[src/hw/rtl/wsb_pkg.sv]
// Shared types and constants for the wheel speed balance controller.
`default_nettype none

package wsb_pkg;

    localparam int unsigned COUNT_W  = 32;
    localparam int unsigned DRIVE_W  = 8;
    localparam int unsigned GAIN_W   = 16;
    localparam int unsigned SINCE_W  = 5;
    // difference of two signed counts spans +/-(2^32 - 1): two extra bits
    localparam int unsigned DIFF_W   = COUNT_W + 2;
    localparam int unsigned ERR_W    = DIFF_W + 1;
    localparam int unsigned PROD_W   = ERR_W + GAIN_W;
    localparam int unsigned CORR_W   = 7;
    localparam int unsigned SUM_W    = DRIVE_W + 2;
    localparam int unsigned PADDR_W  = 4;
    localparam int unsigned PDATA_W  = 32;

    localparam int unsigned CONTROL_PERIOD_MS_DEF = 20;

    localparam int CORR_LIMIT = 50;
    localparam int DRIVE_MAX  = 255;

    // |prod| >= (limit + 1) * 256 means trunc(prod / 256) lies beyond the limit
    localparam logic signed [PROD_W-1:0] PROD_HI = PROD_W'((CORR_LIMIT + 1) * 256);
    localparam logic signed [PROD_W-1:0] PROD_LO = -PROD_HI;
    localparam logic signed [CORR_W-1:0] CORR_MAX = CORR_W'(CORR_LIMIT);
    localparam logic signed [CORR_W-1:0] CORR_MIN = -CORR_MAX;

    localparam logic [DRIVE_W-1:0]       BASE_RESET     = '0;
    localparam logic [COUNT_W-1:0]       DURATION_RESET = '0;
    localparam logic signed [GAIN_W-1:0] GAIN_RESET     = GAIN_W'(128);

    // register index = paddr[3:2]
    localparam logic [1:0] REG_BASE_DRIVE   = 2'd0;
    localparam logic [1:0] REG_RUN_DURATION = 2'd1;
    localparam logic [1:0] REG_BALANCE_GAIN = 2'd2;

    localparam logic CMD_START = 1'b0;
    localparam logic CMD_TICK  = 1'b1;

    typedef struct packed {
        logic                      command;
        logic signed [COUNT_W-1:0] left_count;
        logic signed [COUNT_W-1:0] right_count;
    } wsb_req_t;

    typedef struct packed {
        logic [DRIVE_W-1:0] left_drive;
        logic [DRIVE_W-1:0] right_drive;
        logic               clear_encoders;
        logic               busy_res;
        logic               finished;
    } wsb_rsp_t;

    // what the request does to the drive registers
    typedef enum logic [1:0] {
        KIND_HOLD = 2'd0,
        KIND_ZERO = 2'd1,
        KIND_STEP = 2'd2
    } wsb_kind_t;

    typedef struct packed {
        wsb_kind_t kind;
        logic      clear_encoders;
        logic      busy;
        logic      finished;
    } wsb_flags_t;

    typedef struct packed {
        wsb_flags_t               flags;
        logic signed [DIFF_W-1:0] diff_l;
        logic signed [DIFF_W-1:0] diff_r;
    } wsb_op_t;

endpackage

`default_nettype wire

[src/hw/rtl/wsb_seq.sv]
// Run sequencer: run state, elapsed time, control period and previous counts.
`default_nettype none

module wsb_seq #(
    parameter int unsigned CONTROL_PERIOD_MS = wsb_pkg::CONTROL_PERIOD_MS_DEF
) (
    input  logic                          clk,
    input  logic                          rst_n,
    input  logic                          accept,
    input  wsb_pkg::wsb_req_t             req,
    input  logic [wsb_pkg::DRIVE_W-1:0]   base_drive,
    input  logic [wsb_pkg::COUNT_W-1:0]   run_duration_ms,
    output wsb_pkg::wsb_op_t              op
);
    import wsb_pkg::*;

    localparam logic [SINCE_W-1:0] PERIOD = SINCE_W'(CONTROL_PERIOD_MS);

    logic                      running_reg, running_next;
    logic [COUNT_W-1:0]        elapsed_reg, elapsed_next;
    logic [SINCE_W-1:0]        since_reg, since_next;
    logic signed [COUNT_W-1:0] prev_left_reg, prev_left_next;
    logic signed [COUNT_W-1:0] prev_right_reg, prev_right_next;
    logic [COUNT_W-1:0]        elapsed_inc;
    logic [SINCE_W-1:0]        since_inc;

    assign elapsed_inc = elapsed_reg + COUNT_W'(1);
    assign since_inc   = since_reg + SINCE_W'(1);

    always_comb
    begin
        // full-precision deltas, only consumed on a control step
        op.diff_l                 = DIFF_W'(req.left_count) - DIFF_W'(prev_left_reg);
        op.diff_r                 = DIFF_W'(req.right_count) - DIFF_W'(prev_right_reg);
        running_next              = running_reg;
        elapsed_next              = elapsed_reg;
        since_next                = since_reg;
        prev_left_next            = prev_left_reg;
        prev_right_next           = prev_right_reg;
        op.flags.kind             = KIND_HOLD;
        op.flags.clear_encoders   = 1'b0;
        op.flags.finished         = 1'b0;

        if (req.command == CMD_START)
        begin
            elapsed_next    = '0;
            since_next      = '0;
            prev_left_next  = '0;
            prev_right_next = '0;
            op.flags.kind   = KIND_ZERO;
            if (base_drive == '0 || run_duration_ms == '0)
            begin
                running_next      = 1'b0;
                op.flags.finished = 1'b1;
            end
            else
            begin
                running_next            = 1'b1;
                op.flags.clear_encoders = 1'b1;
            end
        end
        else if (running_reg)
        begin
            elapsed_next = elapsed_inc;
            if (elapsed_inc >= run_duration_ms)
            begin
                running_next      = 1'b0;
                op.flags.kind     = KIND_ZERO;
                op.flags.finished = 1'b1;
            end
            else if (since_inc >= PERIOD)
            begin
                since_next      = '0;
                op.flags.kind   = KIND_STEP;
                prev_left_next  = req.left_count;
                prev_right_next = req.right_count;
            end
            else
            begin
                since_next = since_inc;
            end
        end

        op.flags.busy = running_next;
    end

    always_ff @(posedge clk or negedge rst_n)
    begin
        if (!rst_n)
        begin
            running_reg    <= 1'b0;
            elapsed_reg    <= '0;
            since_reg      <= '0;
            prev_left_reg  <= '0;
            prev_right_reg <= '0;
        end
        else if (accept)
        begin
            running_reg    <= running_next;
            elapsed_reg    <= elapsed_next;
            since_reg      <= since_next;
            prev_left_reg  <= prev_left_next;
            prev_right_reg <= prev_right_next;
        end
    end

endmodule

`default_nettype wire

[src/hw/rtl/wsb_pipe.sv]
// Correction pipeline: abs deltas, error, gain multiply, clamp, drive update.
`default_nettype none

module wsb_pipe (
    input  logic                              clk,
    input  logic                              rst_n,
    input  logic                              op_valid,
    input  wsb_pkg::wsb_op_t                  op,
    output logic                              op_ready,
    input  logic [wsb_pkg::DRIVE_W-1:0]       base_drive,
    input  logic signed [wsb_pkg::GAIN_W-1:0] balance_gain,
    output logic                              rsp_valid,
    input  logic                              rsp_ready,
    output wsb_pkg::wsb_rsp_t                 rsp
);
    import wsb_pkg::*;

    function automatic logic [DRIVE_W-1:0] clamp_drive(input logic signed [SUM_W-1:0] sum);
        logic [DRIVE_W-1:0] res;
        if (sum < 0)
            res = '0;
        else if (sum > SUM_W'(DRIVE_MAX))
            res = DRIVE_W'(DRIVE_MAX);
        else
            res = sum[DRIVE_W-1:0];
        return res;
    endfunction

    // stage registers
    logic                      s1_vld_reg;
    wsb_op_t                   s1_reg;
    logic                      s2_vld_reg;
    wsb_flags_t                s2_flags_reg;
    logic [DIFF_W-1:0]         s2_mag_l_reg, s2_mag_r_reg;
    logic                      s3_vld_reg;
    wsb_flags_t                s3_flags_reg;
    logic signed [ERR_W-1:0]   s3_err_reg;
    logic                      s4_vld_reg;
    wsb_flags_t                s4_flags_reg;
    logic signed [PROD_W-1:0]  s4_prod_reg;
    logic                      s5_vld_reg;
    wsb_flags_t                s5_flags_reg;
    logic signed [CORR_W-1:0]  s5_corr_reg;
    logic                      out_vld_reg;
    wsb_flags_t                out_flags_reg;
    logic [DRIVE_W-1:0]        left_reg, right_reg;

    logic s1_rdy, s2_rdy, s3_rdy, s4_rdy, s5_rdy, out_rdy;

    logic [DIFF_W-1:0]         mag_l_next, mag_r_next;
    logic signed [ERR_W-1:0]   err_next;
    logic signed [PROD_W-1:0]  prod_next;
    logic signed [CORR_W-1:0]  corr_next;
    logic signed [GAIN_W:0]    trunc_adj;
    logic signed [SUM_W-1:0]   sum_l, sum_r;

    // a stage takes new data when empty or when its contents move on
    assign out_rdy  = !out_vld_reg || rsp_ready;
    assign s5_rdy   = !s5_vld_reg || out_rdy;
    assign s4_rdy   = !s4_vld_reg || s5_rdy;
    assign s3_rdy   = !s3_vld_reg || s4_rdy;
    assign s2_rdy   = !s2_vld_reg || s3_rdy;
    assign s1_rdy   = !s1_vld_reg || s2_rdy;
    assign op_ready = s1_rdy;

    assign mag_l_next = s1_reg.diff_l[DIFF_W-1] ? DIFF_W'(-s1_reg.diff_l)
                                                 : DIFF_W'(s1_reg.diff_l);
    assign mag_r_next = s1_reg.diff_r[DIFF_W-1] ? DIFF_W'(-s1_reg.diff_r)
                                                 : DIFF_W'(s1_reg.diff_r);

    assign err_next  = $signed({1'b0, s2_mag_l_reg}) - $signed({1'b0, s2_mag_r_reg});
    assign prod_next = s3_err_reg * balance_gain;

    // divide by 256 toward zero; inside the limit the product fits 16 bits
    assign trunc_adj = (GAIN_W + 1)'($signed(s4_prod_reg[GAIN_W-1:0]))
                     + (s4_prod_reg[PROD_W-1] ? (GAIN_W + 1)'(255) : '0);

    always_comb
    begin
        if (s4_prod_reg >= PROD_HI)
            corr_next = CORR_MAX;
        else if (s4_prod_reg <= PROD_LO)
            corr_next = CORR_MIN;
        else
            corr_next = CORR_W'(trunc_adj >>> 8);
    end

    assign sum_l = $signed({2'b00, base_drive}) - SUM_W'(s5_corr_reg);
    assign sum_r = $signed({2'b00, base_drive}) + SUM_W'(s5_corr_reg);

    always_ff @(posedge clk or negedge rst_n)
    begin
        if (!rst_n)
        begin
            s1_vld_reg  <= 1'b0;
            s2_vld_reg  <= 1'b0;
            s3_vld_reg  <= 1'b0;
            s4_vld_reg  <= 1'b0;
            s5_vld_reg  <= 1'b0;
            out_vld_reg <= 1'b0;
            left_reg    <= '0;
            right_reg   <= '0;
        end
        else
        begin
            if (s1_rdy)
                s1_vld_reg <= op_valid;
            if (s2_rdy)
                s2_vld_reg <= s1_vld_reg;
            if (s3_rdy)
                s3_vld_reg <= s2_vld_reg;
            if (s4_rdy)
                s4_vld_reg <= s3_vld_reg;
            if (s5_rdy)
                s5_vld_reg <= s4_vld_reg;
            if (out_rdy)
            begin
                out_vld_reg <= s5_vld_reg;
                if (s5_vld_reg)
                begin
                    case (s5_flags_reg.kind)
                        KIND_ZERO:
                        begin
                            left_reg  <= '0;
                            right_reg <= '0;
                        end
                        KIND_STEP:
                        begin
                            left_reg  <= clamp_drive(sum_l);
                            right_reg <= clamp_drive(sum_r);
                        end
                        default:
                        begin
                            left_reg  <= left_reg;
                            right_reg <= right_reg;
                        end
                    endcase
                end
            end
        end
    end

    always_ff @(posedge clk)
    begin
        if (s1_rdy)
            s1_reg <= op;
        if (s2_rdy)
        begin
            s2_flags_reg <= s1_reg.flags;
            s2_mag_l_reg <= mag_l_next;
            s2_mag_r_reg <= mag_r_next;
        end
        if (s3_rdy)
        begin
            s3_flags_reg <= s2_flags_reg;
            s3_err_reg   <= err_next;
        end
        if (s4_rdy)
        begin
            s4_flags_reg <= s3_flags_reg;
            s4_prod_reg  <= prod_next;
        end
        if (s5_rdy)
        begin
            s5_flags_reg <= s4_flags_reg;
            s5_corr_reg  <= corr_next;
        end
        if (out_rdy && s5_vld_reg)
            out_flags_reg <= s5_flags_reg;
    end

    assign rsp_valid          = out_vld_reg;
    assign rsp.left_drive     = left_reg;
    assign rsp.right_drive    = right_reg;
    assign rsp.clear_encoders = out_flags_reg.clear_encoders;
    assign rsp.busy_res       = out_flags_reg.busy;
    assign rsp.finished       = out_flags_reg.finished;

endmodule

`default_nettype wire

[src/hw/rtl/wheel_speed_balance_controller.sv]
// Top level of the wheel speed balance controller: register port and pipeline.
`default_nettype none

// Timed straight-drive controller for two wheels. A start request (command 0)
// arms a run and, if base drive and duration are both nonzero, flags
// clear_encoders; otherwise it ends at once with finished set and drives 0/0.
// Each tick request (command 1) carries both encoder counts. Every
// CONTROL_PERIOD_MS ticks the absolute count deltas of the two wheels are
// compared, the difference is scaled by the signed Q8.8 gain, truncated toward
// zero and clamped to +/-50, then subtracted from the left and added to the
// right base drive, each clamped to 0..255. When the elapsed tick count reaches
// run_duration_ms the drives drop to 0 and finished pulses. Every request gives
// exactly one response. Throughput: one request per clock; the response is
// registered through run state, abs deltas, error, gain multiply, clamp and
// output register, and the pipeline only stalls where a response waits on
// rsp_ready with every stage full. Registers sit at byte
// addresses 0x0 (base_drive), 0x4 (run_duration_ms), 0x8 (balance_gain, signed,
// reset 0x0080 = 0.5); write them only while no request is in flight.
module wheel_speed_balance_controller #(
    parameter int unsigned CONTROL_PERIOD_MS = wsb_pkg::CONTROL_PERIOD_MS_DEF
) (
    input  logic                          clk,
    input  logic                          rst_n,
    // register port
    input  logic                          psel,
    input  logic                          penable,
    input  logic                          pwrite,
    input  logic [wsb_pkg::PADDR_W-1:0]   paddr,
    input  logic [wsb_pkg::PDATA_W-1:0]   pwdata,
    output logic [wsb_pkg::PDATA_W-1:0]   prdata,
    output logic                          pready,
    // request channel
    input  logic                          req_valid,
    output logic                          req_ready,
    input  wsb_pkg::wsb_req_t             req,
    // response channel
    output logic                          rsp_valid,
    input  logic                          rsp_ready,
    output wsb_pkg::wsb_rsp_t             rsp
);
    import wsb_pkg::*;

    logic [DRIVE_W-1:0]        base_drive_reg;
    logic [COUNT_W-1:0]        duration_reg;
    logic signed [GAIN_W-1:0]  gain_reg;
    logic [1:0]                reg_index;
    logic                      cfg_write;
    logic                      accept;
    wsb_op_t                   op;

    assign pready    = 1'b1;
    assign reg_index = paddr[PADDR_W-1:2];
    assign cfg_write = psel && penable && pwrite && pready;

    always_ff @(posedge clk or negedge rst_n)
    begin
        if (!rst_n)
        begin
            base_drive_reg <= BASE_RESET;
            duration_reg   <= DURATION_RESET;
            gain_reg       <= GAIN_RESET;
        end
        else if (cfg_write)
        begin
            unique case (reg_index)
                REG_BASE_DRIVE:   base_drive_reg <= pwdata[DRIVE_W-1:0];
                REG_RUN_DURATION: duration_reg   <= pwdata[COUNT_W-1:0];
                REG_BALANCE_GAIN: gain_reg       <= pwdata[GAIN_W-1:0];
                default:          base_drive_reg <= base_drive_reg;
            endcase
        end
    end

    // read back; gain sign-extended to the bus
    always_comb
    begin
        unique case (reg_index)
            REG_BASE_DRIVE:   prdata = PDATA_W'(base_drive_reg);
            REG_RUN_DURATION: prdata = PDATA_W'(duration_reg);
            REG_BALANCE_GAIN: prdata = PDATA_W'(gain_reg);
            default:          prdata = '0;
        endcase
    end

    assign accept = req_valid && req_ready;

    // run state lives at the front so back-to-back ticks see it current
    wsb_seq #(
        .CONTROL_PERIOD_MS (CONTROL_PERIOD_MS)
    ) u_seq (
        .clk             (clk),
        .rst_n           (rst_n),
        .accept          (accept),
        .req             (req),
        .base_drive      (base_drive_reg),
        .run_duration_ms (duration_reg),
        .op              (op)
    );

    // drive registers live at the back and update in request order
    wsb_pipe u_pipe (
        .clk          (clk),
        .rst_n        (rst_n),
        .op_valid     (accept),
        .op           (op),
        .op_ready     (req_ready),
        .base_drive   (base_drive_reg),
        .balance_gain (gain_reg),
        .rsp_valid    (rsp_valid),
        .rsp_ready    (rsp_ready),
        .rsp          (rsp)
    );

endmodule

`default_nettype wire

[config.mk]
export PLATFORM = sky130hd
export DESIGN_NAME = wheel_speed_balance_controller
export DESIGN_NICKNAME = d
export VERILOG_FILES = /design/src/hw/rtl/wsb_pkg.sv /design/src/hw/rtl/wsb_seq.sv /design/src/hw/rtl/wsb_pipe.sv /design/src/hw/rtl/wheel_speed_balance_controller.sv
export SDC_FILE = /design/constraint.sdc
export NUM_CORES = 2
export LEC_CHECK = 0
export BUFFER_PORTS_ARGS = -buffer_cell sky130_fd_sc_hd__clkbuf_2
export CORE_MARGIN = 4
export CORE_UTILIZATION = 45
export DETAILED_ROUTE_END_ITERATION = 7
export PLACE_DENSITY = 0.72
export REMOVE_ABC_BUFFERS = 1
export SYNTH_ARGS = -nofsm -noshare
export SYNTH_HDL_FRONTEND = slang
export SYNTH_SLANG_ARGS = --single-unit
[constraint.sdc]
create_clock -name clk -period 8.2 [get_ports clk]
set_input_delay 0.82 -clock clk [delete_from_list [all_inputs] [get_ports clk]]
set_output_delay 0.82 -clock clk [all_outputs]
set_load 0.02 [all_outputs]
=== After elaboration in Yosys (flattened, before gate mapping) ===
Index checks and enable logic that the tools add are counted.

* Bits in registers: 437
* Bits of input ports: 108
* Output and inout bits: 54
* Logic and storage cells: 144

* $add $sub $neg: 10
* $mul: 1
* $lt $le $gt $ge: 8
* Equality and inequality tests: 7
* Mux-type cells: 36
* Bitwise logic cells: 2
* Reduce and logical (&&, ||, !) cells: 30

{| class="wikitable"
|+ Operators by type and width
! cell !! number
|-
| 2-to-1 mux 32 bit || 10
|-
| case mux 32 bit (3 select lines) || 1
|-
| negator 34 bit || 2
|-
| 2-to-1 mux 33 bit || 2
|-
| subtractor 32 x 32 -> 33 bit || 2
|-
| greater-or-equal comparator 51 x 15 -> 1 bit (second input constant) || 1
|-
| <= comparator 51 x 15 -> 1 bit (second input constant) || 1
|-
| multiplier 35 x 16 -> 51 bit || 1
|-
| 2-to-1 mux 8 bit || 5
|-
| subtractor 34 x 34 -> 35 bit || 1
|-
| adder 32 x 1 -> 32 bit (second input constant) || 1
|-
| greater-or-equal comparator 32 bit || 1
|-
| logical NOT 32 bit || 1
|-
| case mux 8 bit (2 select lines) || 2
|-
| > comparator 10 x 9 -> 1 bit (second input constant) || 2
|-
| less-than comparator 10 x 1 -> 1 bit (second input constant) || 2
|-
| 2-to-1 mux 5 bit || 4
|-
| adder 15 bit || 1
|-
| adder 9 x 7 -> 10 bit || 1
|-
| 2-to-1 mux 1 bit || 10
|-
| subtractor 9 x 7 -> 10 bit || 1
|-
| logical NOT 8 bit || 1
|-
| AND reduction 2 bit || 4
|-
| logical OR 1 bit || 7
|-
| 17 further kinds || 30
|}

=== Depth between registers and ports, before layout ===
* Depth after elaboration: 9
* Mapped depth: 27
* Mapped depth without buffers: 25

=== Modules after synthesis ===
From an unflattened synthesis, not the netlist that was laid out.

* Cell total of the unflattened synthesis: 4575
* Area, all modules: 44456.4 µm²

{| class="wikitable"
|+ Modules (own cells, without submodules)
! module !! instances !! cells each !! area an instance (µm²)
|-
| wsb_pipe || 1 || 3227 || 32344.8
|-
| wsb_seq || 1 || 1163 || 9497.9
|-
| wheel_speed_balance_controller || 1 || 185 || 2613.8
|}

=== Worst setup path after synthesis ===
OpenSTA, ideal clock, no wires.

* Kind: register to register
* Start: register gain_reg[7]
* End: register u_pipe.s4_prod_reg[48], data pin
* Library setup time: 0.259 ns
* Data arrival time: 6.689 ns
* Path slack: 1.252 ns
* Cell stages (with the launch flop): 26
* Buffers on the path: 2
* Cells stage by stage: dfstp_2 clkbuf_1 clkbuf_1 nand2_1 fa_1 inv_1 fa_1 inv_1 fa_1 inv_1 fa_1 fa_1 inv_1 fa_1 inv_1 ha_1 o21a_1 o21a_1 o21ai_0 a31oi_1 o41a_1 o41a_1 a221oi_1 a21oi_1 a41oi_1 xnor2_1

* Word-level cells in the longest chain between the ends: 1

{| class="wikitable"
|+ RTL lines
! element !! line !! text
|-
| from (decl) || wheel_speed_balance_controller.sv:45 || <nowiki>logic signed [GAIN_W-1:0] gain_reg;</nowiki>
|-
| from (signal assigned) || wheel_speed_balance_controller.sv:68 || <nowiki>REG_BALANCE_GAIN: gain_reg <= pwdata[GAIN_W-1:0];</nowiki>
|-
| multiplier 35 x 16 -> 51 bit || wsb_pipe.sv:72 || <nowiki>assign prod_next = s3_err_reg * balance_gain;</nowiki>
|-
| via u_pipe.prod_next[48] || wsb_pipe.sv:52 || <nowiki>logic signed [PROD_W-1:0] prod_next;</nowiki>
|-
| to (signal assigned) || wsb_pipe.sv:161 || <nowiki>s4_prod_reg <= prod_next;</nowiki>
|-
| to (decl) || wsb_pipe.sv:40 || <nowiki>logic signed [PROD_W-1:0] s4_prod_reg;</nowiki>
|}

The timed path passes the listed nets, and every way through them passes these cells.
A chain may end at the register's enable or synchronous reset.

=== Worst setup path after layout ===
* Start: register gain_reg[2]
* End: register u_pipe.s4_prod_reg[49], data pin

The elaborated chain is that of the path after synthesis.

==> impl_results.md <==
- Clk Latency, worst-skew pair: 0.63 ns
- Ys Warns: 0
- Initial antenna violation count: 2
- Routed length on met3: 6858 µm
- Primary FF master, synth: edfxtp_1
- DR WL/cell: 17.16 µm
- CP Class: reg -> reg
- DR WL met2: 48,820 µm
- Die Y: 318.3 µm
- Number of fill cells: 8,587
- PnR worst setup slack: 0.4918 ns
- Via density: 5.314
- Root buffer cell: clkbuf_16
- Unique cell type count in the Yosys netlist: 84
- DRT Pass-1 Iters: 5
- Post-synthesis register bit count: 435
- Post-synth ARST share: 0.4138
- Detail Route Antenna Nets: 0
- Crit path largest cell delay: 0.91 ns
- Area growth from synthesis to layout: 9.280%
- Clock skew: 0.05894 ns
- CTS tree: built
- Number of synthesized flops with an enable pin: 255
- Run status: finished clean
- MaxCap Viol Count: 0
- Least-Margin Pin Slew: 1.062 ns
- GRT overflow: 0
- I/O pin cnt: 162
- Reg clk slew, reported paths: 0.06 ns
- Gate Count Post-Synth: 4,440
- Final GP Congestion: 0.8726
- Num CTS Buffers: 51
- DRT met1 WL: 42,000 µm
- Worst path arrival time: 8.04 ns
- FMAX: 129.7 MHz
- CTS max path bufs: 3
- Top Layer Used: met4
- Commonest non-fill, non-tap cell in the layout: inv_1
- Setup TNS: 0 ns
- Die Width: 318.3 µm
- Rel. slew slack: 0.2922
- Netlist Area Pre-Place: 43,320 µm²
- Post-Synth Adder-Cell Area: 0.3275
- Hpwl dp: 78,210 µm
- Max FFs per register: 71
- Slowest CP cell: dfrtp_1
- Post-synthesis mux area share: 0.009792
- Starting Density: 0.4546
- GRT Resource Usage Total: 0.1987
- # DRC: 0
- Number of diodes: 0
- Final net count: 5,465
- Post-Layout Cell Count: 5,851
- Clk sinks: 435
- CP max FO: 21
- Final setup fails: 0
- Final Cycle Share: 0.9400
- Crit path launch: gain_reg[2]
- Critical Path Most Common Cell: fa_1
- Seq/Total Area, Yosys: 0.2808
- Hold Vio Cnt, Final: 0
- Xor-xnor portion of the synthesized cell area: 0.04630
- Unrepaired setup endpoints after global routing: false
- Commonest cells after routing, fill and taps aside: inv_1 (836), fa_1 (533), nand2_1 (521)
- Largest family of logic cells by synthesized area: adder cells
- Drt total wl: 100,400 µm
- Kind of cell adding the most delay to the critical path: adder cells
- Layout cells sized above 1: 0.07872
- Critical Path, Cell by Cell: buf_4 > nand2_1 > fa_1 > fa_1 > fa_1 > inv_1 > fa_1 > fa_1 > inv_1 > fa_1 > inv_1 > ha_1 > o21ai_0 > a221oi_1 > a41o_1 > a21oi_1 > and4b_1 > nor2_1 > a211oi_1 > nor4_1 > o21ai_1 > or3b_1
- Count of buffers from port buffering: 158
- Final max-slew violation count: 0
- Hold_buf cts: 0
- Vias in the first global route: 32,430
- First-pass GRT wire length: 166,100 µm
- H-tree depth: 2
- Pre-CTS setup slack: 0.6045 ns
- Placed insts: 5,755
- Min Tclk post-route: 7.708 ns
- Worst setup SP type: flop
- CP Data Required Time: 8.53 ns
- Die area: 101,300 µm²
- Worst min path class: in -> async
- WP buf/inv: 4
- CP endpoint kind: flop
- Postcts setup bufs: 0
- Area fraction in compound gates after synthesis: 0.1116
- Post-Synth Simple-Gate Area: 0.1371
- Resized cells post-CTS: 0
- Worst R2R Start: gain_reg[2]
- Largest net degree at the start of global routing: 104
- Core area: 95,290 µm²
- DR vias: 31,100
- Starting DRC count in detailed routing: 1,797
- Syn avg cell area: 9.756 µm²
- Row count: 113
- Hold Worst Slack: 0.2903 ns
[synthesized netlist by cell type (all sizes together), types with 11 or more instances]
| cell type | number | area (µm²) |
|---|---|---|
| o31ai | 21 | 157.7 |
| o21bai | 22 | 165.2 |
| o211ai | 11 | 82.58 |
| o21a | 33 | 247.7 |
| nor4 | 35 | 249.0 |
| mux2 | 27 | 304.0 |
| and3 | 23 | 143.9 |
| nor2 | 134 | 503.0 |
| nand2 | 522 | 1959 |
| ha | 281 | 3516 |
| nand4 | 35 | 219.0 |
| a31oi | 21 | 131.4 |
| dfrtp | 179 | 4479 |
| and2 | 229 | 1433 |
| nor3 | 38 | 190.2 |
| a21oi | 134 | 670.6 |
| o21ai | 168 | 844.6 |
| or3 | 17 | 111.4 |
| a21boi | 11 | 82.58 |
| mux2i | 12 | 120.1 |
| a21o | 124 | 930.9 |
| nor2b | 30 | 187.7 |
| xnor2 | 167 | 1463 |
| nand3 | 59 | 295.3 |
| fa | 533 | 10670 |
| inv | 836 | 3138 |
| buf | 12 | 58.81 |
| clkbuf | 150 | 563.0 |
| or2 | 11 | 68.81 |
| a22o | 86 | 753.2 |
| nand2b | 35 | 226.5 |
| edfxtp | 255 | 7657 |
| xor2 | 62 | 543.0 |
[cells by family after synthesis]
group / count (synthesis)
AND/OR/NAND/NOR: 1209
buffers and inverters: 998
adder cells (fa/ha/maj): 814
AO/OA/AOI/OAI: 714
flip-flops: 435
XOR/XNOR: 229
multiplexers: 39
other: 2
[path summary, 6_finish.rpt]
check	slack [ns]	depth (start not counted)	to
hold reg to reg	0.40	0	u_pipe.s2_flags_reg[4]
setup reg to reg	0.49	22	u_pipe.s4_prod_reg[49]
min in group clk	0.38	3	duration_reg[31]
max in group asynchronous	6.31	2	gain_reg[1]
setup / recovery	0.49	22	u_pipe.s4_prod_reg[49]
hold / removal	0.29	1	u_seq.elapsed_reg[25]
[worst register-to-register path, delay by kind of cell, from the launching register on]
kind            cells  cell delay [ns]
flops               1             0.91
fa+ha+maj           7             3.41
buf+inv             4             0.56
compound gates      6             1.55
simple gates        5             0.97
[stage by stage]
| step | cell area (µm²) | util |
|---|---|---|
| after floorplan | 42700 | - |
| after global placement | 45540 | 0.4779 |
| after detailed placement | 45540 | 0.4779 |
| after CTS | 47340 | 0.4968 |
| after global routing | 47340 | 0.4968 |
| final | 47340 | 0.4968 |
[per-layer routing]
metal  vias to the layer above  track usage
met2                       907       0.3430
li1                      14560            -
met1                     15430       0.2594
met4                         0      0.05431
met3                       197      0.03400
met5                         -            0
[area by class of cell]
class | count | area (µm²) | area share
tap | 1265 | 1583 | 0.03344
inverter | 836 | 3138 | 0.06629
multi-input combinational | 3008 | 27460 | 0.5800
clock inverter | 33 | 417.9 | 0.008828
timing repair buffer | 211 | 1197 | 0.02529
sequential | 435 | 12170 | 0.2570
clock buffer | 63 | 1381 | 0.02918
Power is left out: the tool's default activity adds up to more than one toggle a clock period on the data nets, which glitch-free logic cannot reach.
